--- src/hdl/avt_pkg.sv ---
// Shared definitions for the affine vertex transform: command codes,
// data widths, saturation limits and the per-column result record.
// No dependencies.
package avt_pkg;

  localparam int unsigned DATA_W            = 32;
  localparam int unsigned PROD_W            = 2 * DATA_W;
  localparam int unsigned NUM_ROWS          = 4;
  localparam int unsigned NUM_COLS          = 3;
  localparam int unsigned LIN_ROWS          = 3;
  localparam int unsigned TRANS_ROW         = 3;
  localparam int unsigned FRAC_BITS_DEFAULT = 16;

  localparam logic       CMD_WRITE   = 1'b0;
  localparam logic       CMD_XFORM   = 1'b1;
  localparam logic [1:0] COL_IGNORED = 2'd3;

  localparam logic signed [DATA_W-1:0] S32_MAX = 32'sh7fff_ffff;
  localparam logic signed [DATA_W-1:0] S32_MIN = 32'sh8000_0000;

  typedef struct packed {
    logic signed [DATA_W-1:0] value;
    logic                     ovf;
  } col_res_t;

endpackage

--- src/hdl/avt_col_sum.sv ---
// One output column: shifts three registered products, adds the
// translation at full width and saturates to 32 bits. Depends on avt_pkg.
module avt_col_sum import avt_pkg::*; #(
  parameter int unsigned FRAC_BITS = FRAC_BITS_DEFAULT
) (
  input  logic signed [PROD_W-1:0] prod [LIN_ROWS],
  input  logic signed [DATA_W-1:0] trans,
  output col_res_t                 res
);

  localparam int unsigned SH_W  = PROD_W - FRAC_BITS;
  localparam int unsigned SUM_W = SH_W + 2;

  logic signed [SH_W-1:0]  sh [LIN_ROWS];
  logic signed [SUM_W-1:0] sum;
  logic [SUM_W-32:0]       hi;
  logic                    ovf;

  always_comb begin
    for (int r = 0; r < LIN_ROWS; r++) begin
      sh[r] = SH_W'(prod[r] >>> FRAC_BITS);
    end
  end

  assign sum = SUM_W'(sh[0]) + SUM_W'(sh[1]) + SUM_W'(sh[2]) + SUM_W'(trans);

  // The sum fits in 32 bits only when every bit from 31 up matches the sign.
  assign hi  = sum[SUM_W-1:31];
  assign ovf = !((&hi) || !(|hi));

  always_comb begin
    res.ovf = ovf;
    if (!ovf) begin
      res.value = sum[DATA_W-1:0];
    end else if (sum[SUM_W-1]) begin
      res.value = S32_MIN;
    end else begin
      res.value = S32_MAX;
    end
  end

endmodule

--- config.mk ---
export PLATFORM = sky130hd
export DESIGN_NAME = avt_col_sum
export DESIGN_NICKNAME = d
export VERILOG_FILES = /design/src/hdl/avt_pkg.sv /design/src/hdl/avt_col_sum.sv
export SDC_FILE = /design/constraint.sdc
export NUM_CORES = 1
export LEC_CHECK = 0
export ABC_CLOCK_PERIOD_IN_PS = 5700
export BUFFER_PORTS_ARGS = -buffer_cell sky130_fd_sc_hd__clkbuf_2
export CORE_ASPECT_RATIO = 0.75
export CORE_MARGIN = 8
export CORE_UTILIZATION = 39
export DETAILED_ROUTE_END_ITERATION = 8
export PLACE_DENSITY_LB_ADDON = 0.08
export SYNTH_ARGS = -nofsm -noshare
export SYNTH_HDL_FRONTEND = slang
export SYNTH_SLANG_ARGS = --single-unit
--- constraint.sdc ---
create_clock -name vclk -period 5.7
set_input_delay 0.57 -clock vclk [all_inputs]
set_output_delay 0.57 -clock vclk [all_outputs]
set_load 0.01 [all_outputs]
==> reports/metrics.yaml, run 1 <==
logic_synthesis:
  ys_seq_area_frac: 0
  ys_types: 68
  yosysTopAreaCellShare: 0.277
  postSynthNetCount: 1328
  yosysTopAreaCell: "fa_1"
  syn_area_um2: 7010
  syn_area_per_cell_um2: 7.32
  netlist_instances: 958
  synth.area.top_cells: "fa_1 (28%), inv_1 (13%), ha_1 (8.7%), nand2_1 (5.4%), a21oi_1 (4.3%)"
  yosys_warnings: 0
sta:
  fin_crit_sh: 1.02
  worst_slew_pin_slew_ns: 0.699
  rsz0062_at_grt: "true"
  hold_viol: 0
  max-slew-margin-rel: 0.533
  finalSetupViolCount: 30
  maxSlewViolCount: 0
  fmax_mhz: 172
  fin_crit_ns: 5.80
  worst_slack_ns: -0.105
critical_path:
  worstPathArrival_ns: 5.23
  worst_setup_path_end_kind: "output port"
  cpPeakStageDelay_ns: 0.54
  crit_required_ns: 5.13
  crit_path_max_fanout: 8
  critPathBufInv: 6
  path_delay_family: "adder cells"
  path_class: "input pin to output port"
  cp_cell_sequence: "buf_6 -> inv_2 -> fa_1 -> inv_2 -> fa_1 -> ha_2 -> fa_2 -> a211oi_4 -> o211ai_1 -> a21o_1 -> and3_4 -> or4b_4 -> o211ai_1 -> nand2_1 -> or4_4 -> o41ai_4 -> buf_4 -> buf_12 -> o311ai_1 -> clkbuf_2"
  cp_slowest_cell: "fa_1"
  cp-start-kind: "input pin"
global_routing:
  grt_pass1_wl_mm: 38.2
  gr-total-overflow: 0
  grt_start_max_net_pins: 32
  grt_pass1_vias: 7697
  grt_usage: 0.202
  antenna_found_initial: 0
detailed_routing:
  drt-total-wl_mm: 23.2
  drc: 0
  ant_nets: 0
  drtPass1Iterations: 5
  vias_per_cell: 4.99
  via_count: 7554
  post_drt_wl_per_cell_um: 15.3
  drt_iter0_drc: 433
final_layout:
  mostFrequentLayoutCell: "inv_1"
  drive_gt1_frac: 0.340
  design.seq.count: 0
  fillers: 1761
  ff_latch_area_um2: 0
  fin_cells: 1515
  antenna_cells: 0
  syn2layout_area_growth_pct: 37.5
  fin_nets: 1645
  design_area_um2: 9640
  final_cell_mix: "inv_1 (245), clkbuf_2 (202), buf_4 (139), nand2_1 (99), fa_1 (96)"
  clock_buffers: 0
worst_hold_path:
  min_to: "res[1]"
  worst_hold_path_type: "input pin to output port"
  min_from: "trans[0]"
  whs_path_depth: 5
placement:
  hpwl_mm: 20.5
  dp_slack_ns: -0.312
  place.gp.congestion: 0.899
  placed_cells: 1505
  portBuffers: 209
  dpl-instance-area_um2: 9210
power_and_ir_drop:
  static-leakage-power_nw: 5.09
  p_per_area_nw_per_um2: 388
  ir_drop_mv: 0.147
flow_run:
  maxCapViolations: 0
floorplan:
  start_util: 0.398
  fp.coreArea_um2: 17600
  rows: 42
  die_h_um: 132
  die_w_um: 171
  pin_count: 257
  fp.dieArea_um2: 22600
run_status:
  status: "finished, violations left"
  violations: "setup timing"
clock_network:
  cts_hold_buf: 0
==> final cells by class <==
cell class,instances,area (um^2),share of cell area
repair buffers,354,2240,0.232
inverters,248,931,0.0966
well taps,242,303,0.0314
multi-input cells,671,6160,0.640
==> worst max-delay path by stage <==
stage                        start       to  slack [ns]  depth (start not counted)
after CTS                 prod[17]  res[24]       -0.15                         21
after global routing      prod[17]  res[19]       -0.32                         20
final                     prod[17]  res[18]       -0.10                         20
after detailed placement  prod[17]  res[18]       -0.31                         19
after global placement    prod[17]  res[18]       -0.30                         19
after floorplan           prod[17]  res[10]        0.19                         17
==> through the flow <==
stage	total power, W	util	hold slack [ns]	TNS, ns
floorplan	0.00201	-	1.56	0
global placement	0.00338	0.523	1.70	-8.00
detailed placement	0.00338	0.523	1.71	-8.52
CTS	0.00368	0.542	1.70	-2.61
global route	0.00408	0.547	1.74	-8.48
finish	0.00374	0.547	1.69	-1.85
==> report_power, final <==
part | switching (W) | leakage, nW | total (W) | internal, W
logic | 0.00206 | 5.09 | 0.00374 | 0.00168
registers | 0 | 0 | 0 | 0
clock network | 0 | 0 | 0 | 0
total | 0.00206 | 5.09 | 0.00374 | 0.00168
==> kinds of logic after synthesis <==
family,after synthesis,share of synthesized area
XOR/XNOR,38,0.0475
AO/OA/AOI/OAI,239,0.247
AND/OR/NAND/NOR,247,0.178
buffers and inverters,287,0.161
multiplexers,1,0.00143
adder cells (fa/ha/maj),146,0.365
==> layer usage <==
| layer | wire, um | up-vias | GRT usage |
|---|---|---|---|
| li1 | - | 3818 | - |
| met1 | 11900 | 3458 | 0.320 |
| met2 | 9310 | 268 | 0.300 |
| met3 | 1790 | 10 | 0.0197 |
| met4 | 116 | 0 | 0.00826 |
| met5 | 0 | - | 0 |
==> cell usage after synthesis (all sizes together) (10+ instances only) <==
master	n
nand2	100
buf	21
clkbuf	18
and4	10
a211oi	11
o21ai	51
nand4	24
nor2	38
a21oi	62
fa	97
ha	49
o221ai	20
o311ai	11
xor2	13
nand4b	12
xnor2	25
inv	248
a21o	20
nor3	14
==> repair_timing <==
| item | CTS | global route |
|---|---|---|
| gates cloned | 3 | 0 |
| endpoints found under the setup margin | 31 | 32 |
| gates resized for setup | 38 | 31 |
| pin swaps | 5 | 8 |
| buffers inserted | 6 | 3 |
==> worst min-delay path, stage by stage <==
cell      delay [ns]
clkbuf_2        0.08
ha_1            0.14
nand2_1         0.06
o221ai_2        0.14
clkbuf_2        0.13
No activity file was read; power rests on OpenSTA's default activity.
==> run 2: changes to the inputs <==
- ABC_CLOCK_PERIOD_IN_PS: 5700 -> 4860
- clock period: 5.7 -> 4.86 ns (I/O delays scaled with it)
==> reports/metrics.yaml, run 2 (synthesis gave the netlist of run 1 again) <==
run_status:
  status: "finished, violations left"
  violations: "setup timing"
final_layout:
  design.seq.count: 0  # unchanged
  post-route-util: 0.603  # +0.0555
  final_cell_mix: "inv_1 (246), buf_4 (233), clkbuf_2 (201), nand2_1 (97), fa_1 (96)"
  drive_gt1_frac: 0.402  # +0.0615
  mostFrequentLayoutCell: "inv_1"
  clock_buffers: 0  # unchanged
  syn2layout_area_growth_pct: 51.4
  ff_latch_area_um2: 0  # unchanged
  fillers: 1668  # -5.3%
  antenna_cells: 0  # unchanged
  fin_nets: 1744  # +6.0%
global_routing:
  gr-total-overflow: 0  # unchanged
  antenna_found_initial: 0  # unchanged
  grt_pass1_wl_mm: 40.3  # +5.4%
  grt_start_max_net_pins: 32  # unchanged
  grt_usage: 0.215  # +0.0127
  grt_pass1_vias: 8049  # +4.6%
critical_path:
  worstPathArrival_ns: 4.99  # -0.24 ns
  cp-start-kind: "input pin"
  worst_setup_path_end_kind: "output port"
  crit_path_max_fanout: 7  # -1
  path_class: "input pin to output port"
  crit_required_ns: 4.37  # -0.76 ns
  cpPeakStageDelay_ns: 0.52  # -0.02 ns
  cp_cell_sequence: "clkbuf_2 -> inv_1 -> fa_1 -> inv_2 -> fa_1 -> ha_2 -> fa_2 -> a211oi_4 -> o211ai_1 -> a21o_1 -> and3_4 -> or4b_4 -> o211ai_1 -> nand2_1 -> or4_4 -> o41ai_4 -> buf_6 -> clkbuf_16 -> o311ai_4 -> clkbuf_2"
  cp_slowest_cell: "fa_1"
power_and_ir_drop:
  static-leakage-power_nw: 5.68  # +12%
  p_per_area_nw_per_um2: 460  # +19%
  ir_drop_mv: 0.189  # +28%
detailed_routing:
  ant_nets: 0  # unchanged
  drc: 0  # unchanged
  via_count: 7900  # +4.6%
  drt_iter0_drc: 321  # -26%
  drtPass1Iterations: 5  # unchanged
  vias_per_cell: 4.89  # -1.8%
  drt-total-wl_mm: 24.4  # +5.2%
  post_drt_wl_per_cell_um: 15.1  # -1.3%
floorplan:
  die_h_um: 132  # unchanged
  die_w_um: 171  # unchanged
  rows: 42  # unchanged
  fp.dieArea_um2: 22600  # unchanged
  fp.coreArea_um2: 17600  # unchanged
  pin_count: 257  # unchanged
  start_util: 0.398  # unchanged
placement:
  place.gp.congestion: 0.947  # +5.3%
  hpwl_mm: 22.2  # +8.2%
  portBuffers: 209  # unchanged
  dp_slack_ns: -0.715  # -0.402 ns
worst_hold_path:
  whs_path_depth: 5  # unchanged
  worst_hold_path_type: "input pin to output port"
sta:
  worst_slack_ns: -0.618  # -0.513 ns
  holdWs_ns: 1.53  # -0.163 ns
  rsz0062_at_grt: "true"
  maxSlewViolCount: 0  # unchanged
  finalSetupViolCount: 32  # +6.7%
  setup_tns_ns: -18.15  # -16.30 ns
  fin_crit_ns: 5.48
  max-slew-margin-rel: 0.603  # +0.0699
  fmax_mhz: 183
  worst_slew_pin_slew_ns: 0.591  # -0.108 ns
  fin_crit_sh: 1.13
  hold_viol: 0  # unchanged
flow_run:
  maxCapViolations: 0  # unchanged
run 2: final timing paths:
| path | end | start | slack [ns] |
|---|---|---|---|
| setup / recovery | res[17] | prod[81] | -0.62 |
| hold / removal | res[1] | trans[0] | 1.53 |
run 2: final cells by class:
class | instances | area [um^2] | share of cell area
timing repair buffer | 453 | 3020 | 0.285
tap | 242 | 303 | 0.0285
multi-input combinational | 671 | 6350 | 0.598
inverter | 248 | 938 | 0.0884
run 2: critical path: cells and delay by family:
family	cells	cell delay [ns]
fa+ha+maj	4	1.56
simple gates	4	1.19
compound gates	6	1.03
buf+inv	6	0.73
run 2: power breakdown:
part | internal, W | switching [W]
clock network | 0 | 0
logic | 0.00231 | 0.00257
registers | 0 | 0
total | 0.00231 | 0.00257
run 2: metrics by stage:
step           cell area [um^2]  power [W]  instances
6_report                  10600    0.00488       1614
5_1_grt                   10600    0.00531       1614
4_1_cts                   10400    0.00473       1609
3_5_place_dp              10200    0.00455       1602
3_3_place_gp              10200    0.00454       1602
2_1_floorplan              7280    0.00255        958
run 2: routing by layer:
| layer | track usage | part of all wire | routed length, um | up-vias |
|---|---|---|---|---|
| met5 | 0 | 0 | 0 | - |
| met4 | 0.0112 | 0.0041 | 101 | 0 |
| met3 | 0.0230 | 0.060 | 1460 | 8 |
| met2 | 0.330 | 0.41 | 10100 | 212 |
| met1 | 0.329 | 0.52 | 12700 | 3652 |
| li1 | - | - | - | 4028 |
run 2: repair_timing:
item / CTS / global route
resized for setup: 8 / 59
endpoints found under the setup margin: 32 / 32
pin swaps: 0 / 16
cloned: 2 / 1
hold buffers: 0 / 0
buffers inserted: 5 / 5
==> run 3: changes to the inputs <==
- CORE_MARGIN: 8 -> 4
==> reports/metrics.yaml, run 3 (synthesis gave the netlist of run 1 again) <==
run_status:
  status: "finished, violations left"
  violations: "setup timing"
critical_path:
  worstPathArrival_ns: 5.11  # +0.12 ns
  path_delay_family: "adder cells"
  worst_setup_path_end_kind: "output port"
  cp_cell_sequence: "buf_8 -> inv_8 -> fa_1 -> inv_2 -> fa_1 -> ha_2 -> fa_2 -> a211oi_4 -> o21ai_1 -> nand4b_1 -> a21oi_2 -> or3_1 -> o2111ai_2 -> o211ai_1 -> or4_4 -> o41ai_4 -> buf_4 -> buf_6 -> buf_12 -> o221ai_2 -> buf_2"
  crit_required_ns: 4.37  # about the same
  cp-start-kind: "input pin"
  cpPeakStageDelay_ns: 0.58  # +0.06 ns
  critPathBufInv: 7  # +1
  cp_slowest_cell: "or4_4"
  path_common_cell: "fa_1"
  path_class: "input pin to output port"
  crit_path_max_fanout: 8  # +1
sta:
  maxSlewViolCount: 0  # unchanged
  finalSetupViolCount: 32  # unchanged
  worst_slew_pin_slew_ns: 0.586  # -0.00448 ns
  max-slew-margin-rel: 0.605  # +0.00169
  rsz0062_at_grt: "true"
  fin_crit_sh: 1.15  # +0.0251
  fin_crit_ns: 5.60  # +0.122 ns
  fmax_mhz: 179  # -2.2%
  worst_slack_ns: -0.740  # -0.122 ns
  hold_viol: 0  # unchanged
  setup_tns_ns: -21.19  # -3.04 ns
detailed_routing:
  drt-total-wl_mm: 24.5  # +0.78%
  ant_nets: 0  # unchanged
  drc: 0  # unchanged
  post_drt_wl_per_cell_um: 15.2  # +0.59%
  via_count: 8047  # +1.9%
  vias_per_cell: 4.98  # +1.7%
  drtPass1Iterations: 5  # unchanged
  drt_iter0_drc: 377  # +17%
placement:
  portBuffers: 209  # unchanged
  place.gp.congestion: 0.935  # -1.3%
  dp_slack_ns: -0.823  # -0.108 ns
  hpwl_mm: 21.5  # -3.0%
  dpl-instance-area_um2: 10200  # -0.64%
final_layout:
  fin_nets: 1747  # +0.17%
  design.seq.count: 0  # unchanged
  post-route-util: 0.616  # +0.0136
  design_area_um2: 10900  # +2.6%
  clock_buffers: 0  # unchanged
  final_cell_mix: "inv_1 (246), buf_4 (227), clkbuf_2 (198), nand2_1 (96), fa_1 (96)"
  fillers: 1641  # -1.6%
  ff_latch_area_um2: 0  # unchanged
  drive_gt1_frac: 0.412  # +0.0100
  syn2layout_area_growth_pct: 55.3
  mostFrequentLayoutCell: "inv_1"
  antenna_cells: 0  # unchanged
floorplan:
  fp.coreArea_um2: 17700  # +0.30%
  die_w_um: 163  # -4.7%
  pin_count: 257  # unchanged
  die_h_um: 124  # -6.1%
  rows: 42  # unchanged
  start_util: 0.397  # -0.00118
  fp.dieArea_um2: 20200  # -10%
worst_hold_path:
  worst_hold_path_type: "input pin to output port"
flow_run:
  maxCapViolations: 0  # unchanged
power_and_ir_drop:
  internal_power_w: 0.00242  # +4.7%
  pwr-share-clk: 0  # unchanged
  ir_drop_mv: 0.257  # +36%
  p_per_area_nw_per_um2: 464  # +0.80%
  seqPwrFrac: 0  # unchanged
  switchingPower_w: 0.00263  # +2.2%
  static-leakage-power_nw: 5.80  # +2.1%
  p_total_w: 0.00505  # +3.4%
  combPwrFrac: 1.000  # about the same
  swShare: 0.520  # -0.00594
global_routing:
  grt_pass1_wl_mm: 38.6  # -4.1%
  grt_usage: 0.234  # +0.0188
  grt_start_max_net_pins: 32  # unchanged
  gr-total-overflow: 0  # unchanged
  grt_pass1_vias: 7777  # -3.4%
  antenna_found_initial: 0  # unchanged
clock_network:
  cts_hold_buf: 0  # unchanged
==> run 3: layout make-up <==
class	count	area, um^2	area share
Tap cell	242	303	0.0278
Multi-Input combinational cell	671	6440	0.591
Timing Repair Buffer	456	3210	0.295
Inverter	248	938	0.0862
==> run 3: worst paths after layout <==
check / endpoint / slack, ns / cells after the start / start
worst max-delay path: res[27] / -0.74 / 21 / prod[17]
worst min-delay path: res[1] / 1.52 / 5 / trans[0]
==> run 3: what timing repair did <==
item,in CTS,in global routing
gates cloned,5,3
resized for setup,41,63
endpoints found under the setup margin,32,32
buffers inserted,13,1
pin swaps,15,18
==> run 3: through the flow <==
| stage | std cells | hold slack, ns |
|---|---|---|
| finish | 1617 | 1.52 |
| global route | 1617 | 1.58 |
| CTS | 1613 | 1.53 |
| detailed placement | 1595 | 1.53 |
| global placement | 1595 | 1.52 |
| floorplan | 958 | 1.39 |
==> run 3: per-layer routing <==
metal | track usage | share of wire
met2 | 0.364 | 0.42
met5 | 0 | 0
met4 | 0.00891 | 0.0015
met3 | 0.0149 | 0.056
met1 | 0.373 | 0.52
==> run 3: power groups by stage <==
stage	clock network (W)	registers, W	logic, W
2_1_floorplan	0	0	0.00255
3_3_place_gp	0	0	0.00454
3_5_place_dp	0	0	0.00456
4_1_cts	0	0	0.00482
5_1_grt	0	0	0.00547
6_report	0	0	0.00505
